**src/rtl/kle_pkg.sv**
```systemverilog
// ----------------------------------------------------------------------------
// kle_pkg
// Shared types, constants and key translation for the key event line editor.
// ----------------------------------------------------------------------------
package kle_pkg;

  localparam int KLE_CAPACITY = 64;
  localparam int PC_W         = 5;

  // Virtual key codes that the editor decodes.
  localparam logic [6:0] KEY_BACKSPACE  = 7'd8;
  localparam logic [6:0] KEY_ENTER      = 7'd13;
  localparam logic [6:0] KEY_SHIFT      = 7'd16;
  localparam logic [6:0] KEY_CTRL       = 7'd17;
  localparam logic [6:0] KEY_CAPS       = 7'd20;
  localparam logic [6:0] KEY_ESC        = 7'd27;
  localparam logic [6:0] KEY_END        = 7'd35;
  localparam logic [6:0] KEY_HOME       = 7'd36;
  localparam logic [6:0] KEY_LEFT       = 7'd37;
  localparam logic [6:0] KEY_ARROW_UP   = 7'd38;
  localparam logic [6:0] KEY_RIGHT      = 7'd39;
  localparam logic [6:0] KEY_ARROW_DOWN = 7'd40;
  localparam logic [6:0] KEY_DELETE     = 7'd46;
  localparam logic [6:0] KEY_DEL_CHAR   = 7'd127;
  localparam logic [7:0] KEY_SHIFT_DN   = 8'd16;
  localparam logic [7:0] KEY_CAPS_DN    = 8'd20;

  // Result kinds.
  localparam logic [1:0] KIND_STATUS = 2'd0;
  localparam logic [1:0] KIND_CHAR   = 2'd1;
  localparam logic [1:0] KIND_EMPTY  = 2'd2;

  // Microprogram entry points and targets.
  localparam logic [PC_W-1:0] UA_STATUS    = 5'd0;
  localparam logic [PC_W-1:0] UA_ESC       = 5'd1;
  localparam logic [PC_W-1:0] UA_LEFT      = 5'd2;
  localparam logic [PC_W-1:0] UA_RIGHT     = 5'd3;
  localparam logic [PC_W-1:0] UA_HOME      = 5'd4;
  localparam logic [PC_W-1:0] UA_END       = 5'd5;
  localparam logic [PC_W-1:0] UA_INS       = 5'd6;
  localparam logic [PC_W-1:0] UA_INS_LOOP  = 5'd7;
  localparam logic [PC_W-1:0] UA_INS_MOVE  = 5'd8;
  localparam logic [PC_W-1:0] UA_INS_REJ   = 5'd9;
  localparam logic [PC_W-1:0] UA_INS_PUT   = 5'd10;
  localparam logic [PC_W-1:0] UA_BS        = 5'd11;
  localparam logic [PC_W-1:0] UA_BS_LOOP   = 5'd12;
  localparam logic [PC_W-1:0] UA_BS_MOVE   = 5'd13;
  localparam logic [PC_W-1:0] UA_BS_DONE   = 5'd14;
  localparam logic [PC_W-1:0] UA_DEL       = 5'd15;
  localparam logic [PC_W-1:0] UA_DEL_LOOP  = 5'd16;
  localparam logic [PC_W-1:0] UA_DEL_MOVE  = 5'd17;
  localparam logic [PC_W-1:0] UA_DEL_DONE  = 5'd18;
  localparam logic [PC_W-1:0] UA_ENT       = 5'd19;
  localparam logic [PC_W-1:0] UA_ENT_READ  = 5'd20;
  localparam logic [PC_W-1:0] UA_ENT_EMIT  = 5'd21;
  localparam logic [PC_W-1:0] UA_ENT_CLEAR = 5'd22;
  localparam logic [PC_W-1:0] UA_ENT_EMPTY = 5'd23;

  typedef enum logic [2:0] {
    PTR_HOLD, PTR_CUR, PTR_CUR_P1, PTR_LEN, PTR_ZERO, PTR_INC, PTR_DEC
  } ptr_op_t;

  typedef enum logic [1:0] {
    RD_NONE, RD_PTR, RD_PTR_M1
  } rd_sel_t;

  typedef enum logic [1:0] {
    WR_NONE, WR_PTR, WR_PTR_M1, WR_CHAR
  } wr_sel_t;

  typedef enum logic [2:0] {
    CUR_HOLD, CUR_ZERO, CUR_INC, CUR_DEC, CUR_DEC_SAT, CUR_INC_SAT, CUR_LEN
  } cur_op_t;

  typedef enum logic [1:0] {
    LEN_HOLD, LEN_ZERO, LEN_INC, LEN_DEC
  } len_op_t;

  typedef enum logic [1:0] {
    EM_NONE, EM_STATUS, EM_CHAR, EM_EMPTY
  } emit_t;

  typedef enum logic [3:0] {
    C_NONE, C_ALWAYS, C_LEN_FULL, C_PTR_LE_CUR, C_CUR_ZERO, C_PTR_GE_LEN,
    C_CUR_GE_LEN, C_LEN_ZERO, C_PTR_NOT_LAST
  } cond_t;

  // One control word of the microprogram.
  typedef struct packed {
    ptr_op_t         ptr_op;
    rd_sel_t         rd;
    wr_sel_t         wr;
    cur_op_t         cur_op;
    len_op_t         len_op;
    emit_t           emit;
    logic            set_rej;
    cond_t           cond;
    logic [PC_W-1:0] target;
    logic            fin;
  } kle_cw_t;

  // Datapath flags tested by conditional jumps.
  typedef struct packed {
    logic len_full;
    logic ptr_le_cur;
    logic cur_zero;
    logic ptr_ge_len;
    logic cur_ge_len;
    logic len_zero;
    logic ptr_not_last;
  } kle_flags_t;

  function automatic logic [6:0] kle_sym_plain(input logic [6:0] k);
    logic [6:0] r;
    case (k)
      7'd58:   r = 7'h3B; // ;
      7'd59:   r = 7'h3D; // =
      7'd60:   r = 7'h2C; // ,
      7'd61:   r = 7'h2D; // -
      7'd62:   r = 7'h2E; // .
      7'd63:   r = 7'h2F; // /
      default: r = 7'h60; // `
    endcase
    return r;
  endfunction

  function automatic logic [6:0] kle_sym_shift(input logic [6:0] k);
    logic [6:0] r;
    case (k)
      7'd58:   r = 7'h3A; // :
      7'd59:   r = 7'h2B; // +
      7'd60:   r = 7'h3C; // <
      7'd61:   r = 7'h5F; // _
      7'd62:   r = 7'h3E; // >
      7'd63:   r = 7'h3F; // ?
      default: r = 7'h7E; // ~
    endcase
    return r;
  endfunction

  function automatic logic [6:0] kle_digit_shift(input logic [6:0] k);
    logic [6:0] r;
    case (k)
      7'd48:   r = 7'h29; // )
      7'd49:   r = 7'h21; // !
      7'd50:   r = 7'h40; // @
      7'd51:   r = 7'h23; // #
      7'd52:   r = 7'h24; // $
      7'd53:   r = 7'h25; // %
      7'd54:   r = 7'h5E; // ^
      7'd55:   r = 7'h26; // &
      7'd56:   r = 7'h2A; // *
      default: r = 7'h28; // (
    endcase
    return r;
  endfunction

  function automatic logic [6:0] kle_brace_shift(input logic [6:0] k);
    logic [6:0] r;
    case (k)
      7'd91:   r = 7'h7B; // {
      7'd92:   r = 7'h7C; // |
      default: r = 7'h7D; // }
    endcase
    return r;
  endfunction

  // The mapped ranges never overlap, so a single priority chain suffices.
  function automatic logic [6:0] kle_translate(input logic [6:0] k, input logic shift,
                                               input logic caps);
    logic [6:0] r;
    r = k;
    if (k >= 7'd58 && k <= 7'd64) begin
      r = shift ? kle_sym_shift(k) : kle_sym_plain(k);
    end else if (k == 7'd94) begin
      r = shift ? 7'h22 : 7'h27;
    end else if (shift && k >= 7'd91 && k <= 7'd93) begin
      r = kle_brace_shift(k);
    end else if (shift && k >= 7'd48 && k <= 7'd57) begin
      r = kle_digit_shift(k);
    end else if (k >= 7'd65 && k <= 7'd90 && !shift && !caps) begin
      r = k + 7'd32;
    end
    return r;
  endfunction

endpackage

```
**src/rtl/kle_ucode_rom.sv**
```systemverilog
// ----------------------------------------------------------------------------
// kle_ucode_rom
// Read-only microprogram: one control word for each step address.
// ----------------------------------------------------------------------------
module kle_ucode_rom (
  input  logic [kle_pkg::PC_W-1:0] pc,
  output kle_pkg::kle_cw_t         cw
);
  import kle_pkg::*;

  always_comb begin
    cw = '0;
    case (pc)
      UA_STATUS: begin
        cw.emit = EM_STATUS;
        cw.fin  = 1'b1;
      end
      UA_ESC: begin
        cw.cur_op = CUR_ZERO;
        cw.len_op = LEN_ZERO;
        cw.cond   = C_ALWAYS;
        cw.target = UA_STATUS;
      end
      UA_LEFT: begin
        cw.cur_op = CUR_DEC_SAT;
        cw.cond   = C_ALWAYS;
        cw.target = UA_STATUS;
      end
      UA_RIGHT: begin
        cw.cur_op = CUR_INC_SAT;
        cw.cond   = C_ALWAYS;
        cw.target = UA_STATUS;
      end
      UA_HOME: begin
        cw.cur_op = CUR_ZERO;
        cw.cond   = C_ALWAYS;
        cw.target = UA_STATUS;
      end
      UA_END: begin
        cw.cur_op = CUR_LEN;
        cw.cond   = C_ALWAYS;
        cw.target = UA_STATUS;
      end
      // Insert: open a gap at the cursor by moving the tail up from the end.
      UA_INS: begin
        cw.ptr_op = PTR_LEN;
        cw.cond   = C_LEN_FULL;
        cw.target = UA_INS_REJ;
      end
      UA_INS_LOOP: begin
        cw.rd     = RD_PTR_M1;
        cw.cond   = C_PTR_LE_CUR;
        cw.target = UA_INS_PUT;
      end
      UA_INS_MOVE: begin
        cw.wr     = WR_PTR;
        cw.ptr_op = PTR_DEC;
        cw.cond   = C_ALWAYS;
        cw.target = UA_INS_LOOP;
      end
      UA_INS_REJ: begin
        cw.set_rej = 1'b1;
        cw.cond    = C_ALWAYS;
        cw.target  = UA_STATUS;
      end
      UA_INS_PUT: begin
        cw.wr     = WR_CHAR;
        cw.cur_op = CUR_INC;
        cw.len_op = LEN_INC;
        cw.cond   = C_ALWAYS;
        cw.target = UA_STATUS;
      end
      // Backspace: close the gap before the cursor, moving the tail down.
      UA_BS: begin
        cw.ptr_op = PTR_CUR;
        cw.cond   = C_CUR_ZERO;
        cw.target = UA_STATUS;
      end
      UA_BS_LOOP: begin
        cw.rd     = RD_PTR;
        cw.cond   = C_PTR_GE_LEN;
        cw.target = UA_BS_DONE;
      end
      UA_BS_MOVE: begin
        cw.wr     = WR_PTR_M1;
        cw.ptr_op = PTR_INC;
        cw.cond   = C_ALWAYS;
        cw.target = UA_BS_LOOP;
      end
      UA_BS_DONE: begin
        cw.cur_op = CUR_DEC;
        cw.len_op = LEN_DEC;
        cw.cond   = C_ALWAYS;
        cw.target = UA_STATUS;
      end
      // Delete: close the gap at the cursor.
      UA_DEL: begin
        cw.ptr_op = PTR_CUR_P1;
        cw.cond   = C_CUR_GE_LEN;
        cw.target = UA_STATUS;
      end
      UA_DEL_LOOP: begin
        cw.rd     = RD_PTR;
        cw.cond   = C_PTR_GE_LEN;
        cw.target = UA_DEL_DONE;
      end
      UA_DEL_MOVE: begin
        cw.wr     = WR_PTR_M1;
        cw.ptr_op = PTR_INC;
        cw.cond   = C_ALWAYS;
        cw.target = UA_DEL_LOOP;
      end
      UA_DEL_DONE: begin
        cw.len_op = LEN_DEC;
        cw.cond   = C_ALWAYS;
        cw.target = UA_STATUS;
      end
      // Enter: the length is kept until the walk ends, to bound it.
      UA_ENT: begin
        cw.ptr_op = PTR_ZERO;
        cw.cur_op = CUR_ZERO;
        cw.cond   = C_LEN_ZERO;
        cw.target = UA_ENT_EMPTY;
      end
      UA_ENT_READ: begin
        cw.rd = RD_PTR;
      end
      UA_ENT_EMIT: begin
        cw.emit   = EM_CHAR;
        cw.ptr_op = PTR_INC;
        cw.cond   = C_PTR_NOT_LAST;
        cw.target = UA_ENT_READ;
      end
      UA_ENT_CLEAR: begin
        cw.len_op = LEN_ZERO;
        cw.fin    = 1'b1;
      end
      UA_ENT_EMPTY: begin
        cw.emit = EM_EMPTY;
        cw.fin  = 1'b1;
      end
      default: begin
        cw.fin = 1'b1;
      end
    endcase
  end

endmodule

```
**src/rtl/kle_seq.sv**
```systemverilog
// ----------------------------------------------------------------------------
// kle_seq
// Step counter: dispatches each item to its microprogram and follows jumps.
// ----------------------------------------------------------------------------
module kle_seq (
  input  logic               clk,
  input  logic               rst_n,
  input  logic               accept,
  input  logic [6:0]         key_code,
  input  logic               pressed,
  input  kle_pkg::kle_flags_t flags,
  output kle_pkg::kle_cw_t   cw,
  output logic               busy
);
  import kle_pkg::*;

  logic            run_r, run_nxt;
  logic [PC_W-1:0] pc_r, pc_nxt;
  logic [PC_W-1:0] entry;
  logic            take;
  kle_cw_t         rom_cw;

  kle_ucode_rom u_rom (
    .pc (pc_r),
    .cw (rom_cw)
  );

  // Outside a program the datapath sees an all-hold word.
  assign cw   = run_r ? rom_cw : '0;
  assign busy = run_r;

  always_comb begin
    entry = UA_INS;
    if (pressed) begin
      entry = UA_STATUS;
    end else begin
      case (key_code)
        KEY_ENTER:     entry = UA_ENT;
        KEY_ESC:       entry = UA_ESC;
        KEY_LEFT:      entry = UA_LEFT;
        KEY_RIGHT:     entry = UA_RIGHT;
        KEY_HOME:      entry = UA_HOME;
        KEY_END:       entry = UA_END;
        KEY_BACKSPACE: entry = UA_BS;
        KEY_DELETE:    entry = UA_DEL;
        KEY_SHIFT, KEY_CTRL, KEY_CAPS, KEY_ARROW_UP, KEY_ARROW_DOWN, KEY_DEL_CHAR: begin
          entry = UA_STATUS;
        end
        default:       entry = UA_INS;
      endcase
    end
  end

  always_comb begin
    case (cw.cond)
      C_NONE:         take = 1'b0;
      C_ALWAYS:       take = 1'b1;
      C_LEN_FULL:     take = flags.len_full;
      C_PTR_LE_CUR:   take = flags.ptr_le_cur;
      C_CUR_ZERO:     take = flags.cur_zero;
      C_PTR_GE_LEN:   take = flags.ptr_ge_len;
      C_CUR_GE_LEN:   take = flags.cur_ge_len;
      C_LEN_ZERO:     take = flags.len_zero;
      C_PTR_NOT_LAST: take = flags.ptr_not_last;
      default:        take = 1'b0;
    endcase
  end

  always_comb begin
    run_nxt = run_r;
    pc_nxt  = pc_r;
    if (accept) begin
      run_nxt = 1'b1;
      pc_nxt  = entry;
    end else if (run_r) begin
      if (cw.fin) begin
        run_nxt = 1'b0;
      end else if (take) begin
        pc_nxt = cw.target;
      end else begin
        pc_nxt = pc_r + 1'b1;
      end
    end
  end

  always_ff @(posedge clk) begin
    if (!rst_n) begin
      run_r <= 1'b0;
      pc_r  <= UA_STATUS;
    end else begin
      run_r <= run_nxt;
      pc_r  <= pc_nxt;
    end
  end

  a_launch: assert property (@(posedge clk) disable iff (!rst_n)
    accept |=> run_r && pc_r == $past(entry))
    else $error("accepted item did not start its microprogram");

  a_fin_only: assert property (@(posedge clk) disable iff (!rst_n)
    $fell(run_r) && $past(rst_n) |-> $past(cw.fin))
    else $error("sequencer stopped without a final step");

  a_no_accept_busy: assert property (@(posedge clk) disable iff (!rst_n)
    run_r && !cw.fin |=> run_r)
    else $error("sequencer left a program before its final step");

endmodule

```
**src/rtl/kle_datapath.sv**
```systemverilog
// ----------------------------------------------------------------------------
// kle_datapath
// Line store, cursor, length and walk pointer, driven by the control word.
// ----------------------------------------------------------------------------
module kle_datapath #(
  parameter int CAPACITY = kle_pkg::KLE_CAPACITY
) (
  input  logic                clk,
  input  logic                rst_n,
  input  logic                accept,
  input  logic [7:0]          key_code,
  input  logic                pressed,
  input  kle_pkg::kle_cw_t    cw,
  output kle_pkg::kle_flags_t flags,
  output logic                out_valid,
  output logic [1:0]          out_kind,
  output logic [6:0]          out_char_out,
  output logic [6:0]          out_cursor,
  output logic [6:0]          out_length,
  output logic                out_rejected,
  output logic                out_last
);
  import kle_pkg::*;

  localparam int AW = (CAPACITY > 1) ? $clog2(CAPACITY) : 1;
  localparam int CW = $clog2(CAPACITY + 1);
  localparam logic [CW-1:0] CAP_C = CW'(CAPACITY);

  logic [6:0]    line_mem [CAPACITY];
  logic [6:0]    rdata_r;

  logic [CW-1:0] cursor_r, cursor_nxt;
  logic [CW-1:0] length_r, length_nxt;
  logic [CW-1:0] ptr_r, ptr_nxt;
  logic [CW-1:0] ptr_m1, ptr_p1;
  logic          shift_r, shift_nxt;
  logic          caps_r, caps_nxt;
  logic          rej_r, rej_nxt;
  logic [6:0]    char_r;

  logic [AW-1:0] raddr, waddr;
  logic          we;
  logic [6:0]    wdata;

  logic          out_valid_r;
  logic [1:0]    out_kind_r;
  logic [6:0]    out_char_r, out_cursor_r, out_length_r;
  logic          out_rej_r, out_last_r;

  assign ptr_m1 = ptr_r - 1'b1;
  assign ptr_p1 = ptr_r + 1'b1;

  always_comb begin
    flags.len_full     = (length_r == CAP_C);
    flags.ptr_le_cur   = (ptr_r <= cursor_r);
    flags.cur_zero     = (cursor_r == '0);
    flags.ptr_ge_len   = (ptr_r >= length_r);
    flags.cur_ge_len   = (cursor_r >= length_r);
    flags.len_zero     = (length_r == '0);
    flags.ptr_not_last = (ptr_p1 != length_r);
  end

  // Key flags and the translated character are taken when the item is accepted.
  always_comb begin
    shift_nxt = shift_r;
    caps_nxt  = caps_r;
    rej_nxt   = rej_r;
    if (accept) begin
      rej_nxt = 1'b0;
      if (pressed) begin
        if (key_code == KEY_SHIFT_DN) shift_nxt = 1'b1;
        if (key_code == KEY_CAPS_DN)  caps_nxt  = !caps_r;
      end else if (key_code[6:0] == KEY_SHIFT) begin
        shift_nxt = 1'b0;
      end
    end else if (cw.set_rej) begin
      rej_nxt = 1'b1;
    end
  end

  always_comb begin
    case (cw.ptr_op)
      PTR_HOLD:   ptr_nxt = ptr_r;
      PTR_CUR:    ptr_nxt = cursor_r;
      PTR_CUR_P1: ptr_nxt = cursor_r + 1'b1;
      PTR_LEN:    ptr_nxt = length_r;
      PTR_ZERO:   ptr_nxt = '0;
      PTR_INC:    ptr_nxt = ptr_p1;
      PTR_DEC:    ptr_nxt = ptr_m1;
      default:    ptr_nxt = ptr_r;
    endcase
  end

  always_comb begin
    case (cw.cur_op)
      CUR_HOLD:    cursor_nxt = cursor_r;
      CUR_ZERO:    cursor_nxt = '0;
      CUR_INC:     cursor_nxt = cursor_r + 1'b1;
      CUR_DEC:     cursor_nxt = cursor_r - 1'b1;
      CUR_DEC_SAT: cursor_nxt = (cursor_r != '0) ? cursor_r - 1'b1 : cursor_r;
      CUR_INC_SAT: cursor_nxt = (cursor_r < length_r) ? cursor_r + 1'b1 : cursor_r;
      CUR_LEN:     cursor_nxt = length_r;
      default:     cursor_nxt = cursor_r;
    endcase
  end

  always_comb begin
    case (cw.len_op)
      LEN_HOLD: length_nxt = length_r;
      LEN_ZERO: length_nxt = '0;
      LEN_INC:  length_nxt = length_r + 1'b1;
      LEN_DEC:  length_nxt = length_r - 1'b1;
      default:  length_nxt = length_r;
    endcase
  end

  always_comb begin
    raddr = (cw.rd == RD_PTR_M1) ? ptr_m1[AW-1:0] : ptr_r[AW-1:0];
    we    = (cw.wr != WR_NONE);
    wdata = rdata_r;
    case (cw.wr)
      WR_PTR:    waddr = ptr_r[AW-1:0];
      WR_PTR_M1: waddr = ptr_m1[AW-1:0];
      WR_CHAR: begin
        waddr = cursor_r[AW-1:0];
        wdata = char_r;
      end
      default:   waddr = ptr_r[AW-1:0];
    endcase
  end

  always_ff @(posedge clk) begin
    if (cw.rd != RD_NONE) rdata_r <= line_mem[raddr];
  end

  always_ff @(posedge clk) begin
    if (we) line_mem[waddr] <= wdata;
  end

  always_ff @(posedge clk) begin
    if (!rst_n) begin
      cursor_r    <= '0;
      length_r    <= '0;
      shift_r     <= 1'b0;
      caps_r      <= 1'b0;
      rej_r       <= 1'b0;
      out_valid_r <= 1'b0;
    end else begin
      cursor_r    <= cursor_nxt;
      length_r    <= length_nxt;
      shift_r     <= shift_nxt;
      caps_r      <= caps_nxt;
      rej_r       <= rej_nxt;
      out_valid_r <= (cw.emit != EM_NONE);
    end
  end

  always_ff @(posedge clk) begin
    ptr_r <= ptr_nxt;
    if (accept) char_r <= kle_translate(key_code[6:0], shift_r, caps_r);
  end

  // Line characters and the empty-line marker report cursor and length as zero.
  always_ff @(posedge clk) begin
    case (cw.emit)
      EM_STATUS: begin
        out_kind_r   <= KIND_STATUS;
        out_char_r   <= '0;
        out_cursor_r <= 7'(cursor_r);
        out_length_r <= 7'(length_r);
        out_rej_r    <= rej_r;
        out_last_r   <= 1'b1;
      end
      EM_CHAR: begin
        out_kind_r   <= KIND_CHAR;
        out_char_r   <= rdata_r;
        out_cursor_r <= '0;
        out_length_r <= '0;
        out_rej_r    <= 1'b0;
        out_last_r   <= !flags.ptr_not_last;
      end
      EM_EMPTY: begin
        out_kind_r   <= KIND_EMPTY;
        out_char_r   <= '0;
        out_cursor_r <= '0;
        out_length_r <= '0;
        out_rej_r    <= 1'b0;
        out_last_r   <= 1'b1;
      end
      default: begin
        out_kind_r <= out_kind_r;
      end
    endcase
  end

  assign out_valid    = out_valid_r;
  assign out_kind     = out_kind_r;
  assign out_char_out = out_char_r;
  assign out_cursor   = out_cursor_r;
  assign out_length   = out_length_r;
  assign out_rejected = out_rej_r;
  assign out_last     = out_last_r;

  a_cur_in_line: assert property (@(posedge clk) disable iff (!rst_n)
    cursor_r <= length_r)
    else $error("cursor beyond end of line");

  a_len_cap: assert property (@(posedge clk) disable iff (!rst_n)
    length_r <= CAP_C)
    else $error("line length beyond capacity");

  a_rej_full: assert property (@(posedge clk) disable iff (!rst_n)
    out_valid_r && out_rej_r |-> length_r == CAP_C)
    else $error("insert rejected while the store had room");

endmodule

```
**src/rtl/key_event_line_editor_top.sv**
```systemverilog
// ----------------------------------------------------------------------------
// key_event_line_editor_top
// Keyboard event line editor with a microcoded sequencer over a line store.
// ----------------------------------------------------------------------------
//  Channel  | Handshake             | Payload
//  ---------+-----------------------+------------------------------------------
//  input    | start high, busy low  | in_key_code, in_pressed
//  result   | out_valid, one cycle  | out_kind, out_char_out, out_cursor,
//           |                       | out_length, out_rejected, out_last
//
//  Busy stays high from acceptance through the final step of the item's
//  microprogram. Insert, backspace and delete need a read step and a write
//  step for each moved character; a backspace at the start of the line or a
//  delete at its end moves nothing. Enter takes one read step and one result
//  per character. Results are registered and appear in the cycle after their
//  step; the receiver cannot stall them. Reset is synchronous and active low;
//  it empties the line and needs no clearing pass, since entries beyond the
//  length are never used.
// ----------------------------------------------------------------------------
module key_event_line_editor_top #(
  parameter int CAPACITY = kle_pkg::KLE_CAPACITY
) (
  input  logic       clk,
  input  logic       rst_n,
  input  logic       start,
  output logic       busy,
  input  logic [7:0] in_key_code,
  input  logic       in_pressed,
  output logic       out_valid,
  output logic [1:0] out_kind,
  output logic [6:0] out_char_out,
  output logic [6:0] out_cursor,
  output logic [6:0] out_length,
  output logic       out_rejected,
  output logic       out_last
);
  import kle_pkg::*;

  logic       accept;
  kle_cw_t    cw;
  kle_flags_t flags;

  assign accept = start && !busy;

  kle_seq u_seq (
    .clk      (clk),
    .rst_n    (rst_n),
    .accept   (accept),
    .key_code (in_key_code[6:0]),
    .pressed  (in_pressed),
    .flags    (flags),
    .cw       (cw),
    .busy     (busy)
  );

  kle_datapath #(
    .CAPACITY (CAPACITY)
  ) u_dp (
    .clk          (clk),
    .rst_n        (rst_n),
    .accept       (accept),
    .key_code     (in_key_code),
    .pressed      (in_pressed),
    .cw           (cw),
    .flags        (flags),
    .out_valid    (out_valid),
    .out_kind     (out_kind),
    .out_char_out (out_char_out),
    .out_cursor   (out_cursor),
    .out_length   (out_length),
    .out_rejected (out_rejected),
    .out_last     (out_last)
  );

endmodule

```
**config.mk**
```make
export PLATFORM = sky130hd
export DESIGN_NAME = key_event_line_editor_top
export DESIGN_NICKNAME = d
export VERILOG_FILES = /design/src/rtl/kle_pkg.sv /design/src/rtl/kle_ucode_rom.sv /design/src/rtl/kle_seq.sv /design/src/rtl/kle_datapath.sv /design/src/rtl/key_event_line_editor_top.sv
export SDC_FILE = /design/constraint.sdc
export NUM_CORES = 1
export LEC_CHECK = 0
export ABC_AREA = 1
export BUFFER_PORTS_ARGS = -buffer_cell sky130_fd_sc_hd__buf_4
export CORE_ASPECT_RATIO = 1.5
export CORE_UTILIZATION = 45
export CTS_CLUSTER_SIZE = 8
export DETAILED_ROUTE_END_ITERATION = 8
export SLEW_MARGIN = 40
export SYNTH_ARGS = -nofsm -noshare
export SYNTH_HDL_FRONTEND = slang
export SYNTH_HIERARCHICAL = 1
export SYNTH_SLANG_ARGS = --single-unit
```
**constraint.sdc**
```tcl
create_clock -name clk -period 11.5 [get_ports clk]
set_clock_uncertainty 0.05 [all_clocks]
set_input_delay 2.3 -clock clk [delete_from_list [all_inputs] [get_ports clk]]
set_output_delay 2.3 -clock clk [all_outputs]
set_load 0.01 [all_outputs]
```
Yosys cells after proc, flatten, opt, wreduce, memory -nomap -nowiden
Memory sizes are Yosys's and may differ from the RTL's. A register that Yosys moved wholly into a read port is not among the register bits.
Index checks and enable logic that the tools add are counted.

word-level totals
  bits in latches = 0
  input bits = 12
  register bits after elaboration = 63
  word-level logic and storage cells = 224
  memories = 1
  ROM bits = 0
  bits in writable memories = 448

operators by class
  equal/unequal tests = 92
  multiply operators = 0
  muxes and demuxes = 50
  add/sub/neg operators = 8
  divide/modulo/power cells = 0
  reduce and logical (&&, ||, !) cells = 44
  bitwise logic cells = 1
  shift operators = 0
  order comparisons = 12

memory list
  name           words  width  read ports  clocked after Yosys merged registers in  wr ports  line                RTL
  u_dp.line_mem  64     7      1           1                                        1         kle_datapath.sv:29  logic [6:0] line_mem [CAPACITY];

operators by type and width
  operator                                               count
  one-hot mux 7 bit (6 select lines)                     4
  equality test 7 x 6 -> 1 bit, second input constant    22
  one-hot mux 9 bit (12 select lines)                    1
  2-to-1 mux 7 bit                                       9
  one-hot mux 7 bit (9 select lines)                     1
  one-hot mux 5 bit (9 select lines)                     1
  one-hot mux 7 bit (2 select lines)                     3
  equality test 5 x 4 -> 1 bit, second input constant    8
  equality test 5 bit, second input constant             8
  one-hot mux 3 bit (6 select lines)                     2
  equality test 7 bit, second input constant             5
  equality test 7 x 5 -> 1 bit, second input constant    4
  2-to-1 mux 25 bit                                      1
  2-to-1 mux 5 bit                                       5
  one-hot mux 2 bit (3 select lines)                     4
  adder 7 x 1 -> 7 bit, second input constant            3
  less-or-equal comparator 7 bit, second input constant  3
  one-hot mux 7 bit (3 select lines)                     1
  OR reduction 21 bit                                    1
  subtractor 7 x 1 -> 7 bit, second input constant       3
  equality test 5 x 3 -> 1 bit, second input constant    4
  equality test 3 bit, second input constant             6
  equality test 4 x 3 -> 1 bit, second input constant    4
  equality test 8 x 5 -> 1 bit, second input constant    2
  other kinds (45)                                       102

Logic depth before layout (Yosys ltp)
Gate-level depths: netlist (run 1).

  word-level depth = 10
  depth in mapped cells = 20
  depth with buffers taken out = 19

Cells and area by module
The synthesis (run 1) kept the hierarchy.

by module, submodules not included
  module                     area an instance (µm²)  sequential area each (µm²)  times used  cells each
  kle_datapath               24715.0                 15194.6                     1           2640
  kle_seq                    960.9                   120.1                       1           184
  kle_ucode_rom              504.2                   0.0                         1           109
  key_event_line_editor_top  10.0                    0.0                         1           2

Worst setup path after synthesis (run 1)
No wires, ideal clock.

  path type = register -> register
  start = reg u_seq.pc_r[4]
  end = mem u_dp.line_mem[0][0], data pin
  path slack = 6.638 ns
  buffers on the path = 3
  data required time = 10.748 ns
  data arrival time = 4.110 ns
  stages on the path, launching flop included = 14
  cells stage by stage = dfxtp_1 -> inv_2 -> buf_6 -> nand3_2 -> nor2_1 -> inv_1 -> nand3_1 -> nand2_1 -> inv_1 -> buf_2 -> nand2_1 -> inv_1 -> clkbuf_1 -> o21ai_0

RTL lines
  what                    line                RTL
  from (decl)             kle_seq.sv:18       logic [PC_W-1:0] pc_r, pc_nxt;
  from (signal assigned)  kle_seq.sv:92       pc_r <= pc_nxt;
  to (decl)               kle_datapath.sv:29

==> results of run 1 <==
-- state kept, by name, summed over array words and instances (netlist names), 2 cells and up --
name               cells
u_dp/length_r          7
u_dp/out_kind          2
u_dp/out_length        7
u_seq/pc_r             5
u_dp/out_cursor        7
u_dp/out_char_out      7
u_dp/rdata_r           7
u_dp/char_r            7
u_dp/cursor_r          7
u_dp/ptr_r             7
u_dp/line_mem        448
-- power groups by stage --
stage / sequential (mW) / clock [mW] / combinational (mW)
after detailed placement: 2.17 / 0 / 0.705
after global placement: 2.17 / 0 / 0.693
after CTS: 2.14 / 1.96 / 0.709
after global routing: 2.14 / 2.03 / 0.787
after floorplan: 2.17 / 0 / 0.484
final: 2.14 / 1.93 / 0.714
-- cells in the final DEF (no fill, tap or decap), types with 2 or more instances in the layout --
cell type	n
nor3_2	2
xnor2_1	3
nor2_1	189
nand2_8	2
o221ai_1	7
a22oi_1	2
o21ai_4	12
edfxtp_1	494
o31ai_1	2
nor3b_1	2
or2_2	5
nor2_2	7
o22ai_1	5
nand3_1	552
nor3_1	17
o211ai_1	10
clkinv_8	2
o21a_1	3
buf_8	3
dfxtp_1	24
buf_4	49
inv_1	569
ha_1	36
buf_16	2
inv_2	9
a21oi_1	49
o21ai_0	48
nand2_2	10
clkinv_1	2
o2111ai_1	4
xor2_1	15
buf_6	6
nand2_1	693
nor4_1	2
nand4_1	19
nand3_2	4
clkbuf_1	20
nand3b_1	3
clkbuf_16	75
-- worst paths after layout --
check	end	from	slack, ns	cells after the start
max	u_dp/rdata_r[6]$_DFFE_PP_	u_seq/pc_r[2]$_SDFFE_PN0P_	6.82	20
min	u_dp/caps_r$_SDFFE_PN0P_	u_dp/caps_r$_SDFFE_PN0P_	0.43	2
max reg2reg	u_dp/rdata_r[6]$_DFFE_PP_	u_seq/pc_r[2]$_SDFFE_PN0P_	6.82	20
min reg2reg	u_dp/caps_r$_SDFFE_PN0P_	u_dp/caps_r$_SDFFE_PN0P_	0.43	2
-- worst max-delay path: cells and delay by family (launching register included) --
kind,cells,cell delay [ns]
buffers and inverters,6,1.65
AND/OR/NAND/NOR,14,2.11
flip-flops,1,0.51
-- routing by layer --
layer	vias to the layer above	track usage (%)
li1	9566	-
met1	9487	28.4
met2	738	45.0
met3	207	3.06
met4	0	13.9
met5	-	0
-- metrics by stage --
stage | util (%) | setup slack, ns
3_3_place_gp | 47.4 | 6.83
5_1_grt | 51.1 | 6.47
4_1_cts | 51.0 | 6.84
6_report | 51.1 | 6.82
2_1_floorplan | - | 6.64
3_5_place_dp | 47.5 | 6.87
-- final cells by class --
type / instances / area [sq um] / area share, %
clock buffers: 95 / 1950 / 6.68
clock inverters: 3 / 36.3 / 0.124
inverters: 579 / 2170 / 7.44
multi-input cells: 1717 / 8250 / 28.2
flip-flops and latches: 518 / 15300 / 52.4
well taps: 763 / 955 / 3.27
repair buffers: 60 / 536 / 1.83
==> flow_summary_export.csv, run 1 <==
group,metric,value,unit
timing,finalWorstPathRequiredPeriod,4.68,ns
power_and_ir_drop,ir_drop,85.2,uV
yosys,synthCells,2932,
global_routing,grt_first_pass_wirelength,112000,um
routing,post_drt_wl_per_cell,19.5,um
power_and_ir_drop,p_int,3.47,mW
global_routing,grt_overflow,0,
run_status,status,"finished, final reports clean",
global_routing,globalRouteTotalUtil,25.0,%
timing,rsz0062_at_grt,"false",
cts,cts_made_buffers,74,
floorplan,num_rows,107,
run,maxCapViolCount,0,
routing,vias,20000,
floorplan,core-area,57200,sq um
timing,setup-tns-final,0,ns
power_and_ir_drop,power,4.78,mW
floorplan,start_util,45.8,%
placed_design,dpl.cell_count,3636,
placed_design,post_dp_cell_area,27200,sq um
cts,clock_tree.buffer_depth,3,
power_and_ir_drop,power_frac_comb,14.9,%
floorplan,die_w,199,um
power_and_ir_drop,swShare,27.4,%
cts,worstSkewPairLatency,0.60,ns
yosys,yosys_warnings,6,
routing,postRouteAntennaNets,0,
timing,finalHoldViolations,0,
yosys,synth_area_per_cell,8.93,sq um
power_and_ir_drop,p_seq_share,44.7,%
cts,postCtsHoldBufs,0,
setup_path,critPathRequiredTime,11.80,ns
setup_path,slowest_delay,0.71,ns
finish,final_nets,2999,
timing,fmax,0.214,GHz
setup_path,cp.arrival,4.98,ns
placed_design,portBuffers,38,
power_and_ir_drop,leakagePower,12.8,nW
floorplan,die_h,297,um
routing,postRouteWirelength,72700,um
floorplan,die_area,59200,sq um
setup_path,crit_type,"flop to flop",
finish,areaGrowthSynthToFinish,11.6,%
timing,report.final.slew_viol_count,0,
routing,wl_met3,3920,um
routing,first_iter_violations,1586,
global_routing,first_global_vias,19800,
power_and_ir_drop,p_sw,1.31,mW
setup_path,crit_fanout,79,
finish,num-fill-cells,5252,
cts,root_buffer,"clkbuf_16",
routing,top_layer_used,"met4",
timing,setup_viol,0,
cts,cts.clk_slew.worst_paths,0.05,ns
finish,drive_above_1_share,6.46,%
routing,routed-wl-met2,37700,um
yosys,synthesis.area,26200,sq um
cts,cts.sinks,518,
power_and_ir_drop,p_clk_share,40.4,%
setup_path,cp_cell_sequence,"nand2_1 > inv_1 > nand3_2 > nand2_1 > nand2_1 > inv_1 > inv_2 > nand2_2 > nand2_2 > buf_4 > nand2_8 > buf_16 > buf_4 > nand2_1 > nand3_1 > nand3_1 > nand3_1 > nand3_1 > nand3_1 > nand2_1",
setup_path,cp-start-kind,"flop",
finish,antenna_cells,0,
cts,post_cts.repair.setup_buffers,0,
routing,viasPerCell,5.35,
cts,cts-htree-levels,3,
finish,fin_cells,3735,
yosys,synth_nets,2981,
routing,wl_met1,27400,um
setup_path,cp-end-kind,"flop",
timing,tightest_slew,0.870,ns
setup_path,slowest_stage,"buf_4",
floorplan,io_pins,39,
timing,fin_crit_sh,40.7,%
routing,drtPass1Iterations,5,
global_routing,grt_max_degree,140,
timing,final.hold.worst_slack,0.435,ns
finish,final_area,29200,sq um
worst_hold_path,hold_path_class,"flop to flop",
routing,drc,0,
cts,ctsResizeCount,0,
placed_design,dp_hpwl,45800,um
cts,cts_tree,"yes",
timing,slew_headroom,42.0,%
global_routing,antenna_found_initial,0,
power_and_ir_drop,p_per_area,164,nW/um^2
placed_design,place_congestion,0.917,
Power figures use the tool's default switching activity.
==> inputs of run 2 (changes only) <==
- clock period: 11.5 -> 4.9 ns (I/O delays scaled with it)
==> run 2 against run 1 <==
Compared with the run above: combinational power grew 140%; sequential share of layout area is 0.54 points lower; worst setup slack got worse by 6.1 ns; critical path type unchanged; critical endpoint is now u_dp/rdata_r[4]$_DFFE_PP_; largest power group unchanged.
==> flow_summary_export.csv, run 2 (synthesized netlist as in run 1, its figures left out) <==
group,metric,value,unit
finish,largest_register_ffs,448,
finish,antenna_cells,0,
cts,worstSkewPairLatency,0.61,ns
cts,postCtsHoldBufs,0,
global_routing,grt_max_degree,113,
timing,slew_headroom,43.6,%
finish,mostFrequentLayoutCell,"nand2_1",
cts,root_buffer,"clkbuf_16",
setup_path,crit_type,"flop to flop",
setup_path,crit_fanout,77,
placed_design,portBuffers,38,
cts,cts-htree-levels,3,
global_routing,first_global_vias,19900,
power_and_ir_drop,ir_drop,216,uV
timing,tightest_slew,0.841,ns
finish,fin_util,51.6,%
finish,final_cell_mix,"nand2_1, inv_1, nand3_1",
setup_path,crit_buf_inv,3,
setup_path,cp-start-kind,"flop",
cts,cts.sinks,518,
setup_path,cp_cell_sequence,"nor2_2 > nand3_2 > nand2_1 > nand2_1 > inv_1 > inv_2 > nand2_2 > nand2_1 > nand2_8 > buf_12 > nand2_1 > nand3_1 > nand3_1 > nand3_1 > nand3_1 > nand3_1 > nand2_1",
setup_path,crit_family,"simple AND/OR/NAND/NOR gates",
timing,rsz0062_at_grt,"false",
routing,drc,0,
floorplan,io_pins,39,
timing,finalHoldViolations,0,
global_routing,grt-busiest-layer,"met2",
floorplan,core-area,57200,sq um
global_routing,use_met2,45.3,%
timing,worst_slack,0.767,ns
setup_path,cp.arrival,4.43,ns
run,maxCapViolCount,0,
floorplan,die_h,297,um
setup_path,cp_num_cells,17,
routing,vias,20000,
routing,postRouteAntennaNets,0,
routing,drtPass1Iterations,6,
setup_path,slowest_stage,"nand2_8",
cts,ctsResizeCount,0,
timing,report.final.slew_viol_count,0,
global_routing,grt_overflow,0,
routing,viasPerCell,5.33,
cts,clock_tree.buffer_depth,3,
power_and_ir_drop,power,11.3,mW
timing,fin_crit_sh,84.3,%
routing,first_iter_violations,1537,
cts,cts.clk_slew.worst_paths,0.05,ns
timing,setup_viol,0,
cts,cts_tree,"yes",
timing,finalWorstPathRequiredPeriod,4.13,ns
floorplan,die_w,199,um
power_and_ir_drop,leakagePower,12.9,nW
setup_path,critPathRequiredTime,5.20,ns
global_routing,antenna_found_initial,0,
routing,post_drt_wl_per_cell,19.5,um
global_routing,grt_first_pass_wirelength,112000,um
worst_hold_path,min_path_cells,2,
setup_path,slowest_delay,0.57,ns
placed_design,place_congestion,0.916,
finish,final_nets,3024,
global_routing,globalRouteTotalUtil,25.3,%
global_routing,grt_use_met1,28.1,%
finish,regMostFlops,"u_dp/line_mem",
routing,postRouteWirelength,73400,um
setup_path,reg2reg_depth,17,
global_routing,grt_util_met3,3.16,%
placed_design,dp_slack,0.784,ns
floorplan,die_area,59200,sq um
worst_hold_path,hold_path_class,"flop to flop",
placed_design,dp_hpwl,49100,um
run_status,status,"finished, final reports clean",
cts,post_cts.repair.setup_buffers,0,
timing,fmax,0.242,GHz
cts,cts_made_buffers,74,
power_and_ir_drop,p_per_area,382,nW/um^2
finish,drive_above_1_share,7.31,%
floorplan,num_rows,107,
floorplan,start_util,45.8,%
timing,setup-tns-final,0,ns
setup_path,cp-end-kind,"flop",
finish,areaGrowthSynthToFinish,12.8,%
## run 2: cell count changes in the layout (fill, tap and decap cells not counted), sizes merged
| cell | previous run | this run |
|---|---|---|
| buf | 60 | 85 |
| clkbuf | 95 | 92 |
| inv | 578 | 581 |
## run 2: final timing paths
path                         startpoint                   endpoint  slack [ns]
max          u_seq/pc_r[1]$_SDFFE_PN0P_  u_dp/rdata_r[4]$_DFFE_PP_        0.77
min            u_dp/caps_r$_SDFFE_PN0P_   u_dp/caps_r$_SDFFE_PN0P_        0.43
max reg2reg  u_seq/pc_r[1]$_SDFFE_PN0P_  u_dp/rdata_r[4]$_DFFE_PP_        0.77
min reg2reg    u_dp/caps_r$_SDFFE_PN0P_   u_dp/caps_r$_SDFFE_PN0P_        0.43
## run 2: tightest hold or removal path, stage by stage, from the launching register on
cell and delay, ns:
dfxtp_1 0.31, inv_1 0.06, a21oi_1 0.06
## run 2: layout make-up
cell class | count | area (sq um)
clock buffers | 92 | 1940
clock inverters | 6 | 73.8
multi-input cells | 1717 | 8240
well taps | 763 | 955
inverters | 579 | 2170
flip-flops and latches | 518 | 15300
repair buffers | 85 | 823
fillers | 5234 | 27600
## run 2: stage by stage
step | hold slack (ns) | instances | instance area (sq um)
finish | 0.429 | 3760 | 29500
global route | 0.452 | 3760 | 29500
CTS | 0.423 | 3759 | 29500
detailed placement | 0.413 | 3661 | 27500
global placement | 0.402 | 3653 | 27300
floorplan | 0.389 | 2932 | 26200
## run 2: power breakdown
group / leakage [nW] / switching, mW / internal, mW
clock network: 0.979 / 1.80 / 2.74
registers: 4.65 / 0.0751 / 4.94
logic: 7.32 / 1.23 / 0.503
total: 12.9 / 3.11 / 8.19
## run 2: layer usage
metal,share of wire (%),up-vias
met3,5.2,208
met1,37,9496
met5,0,-
li1,-,9620
met2,52,717
met4,6.0,0
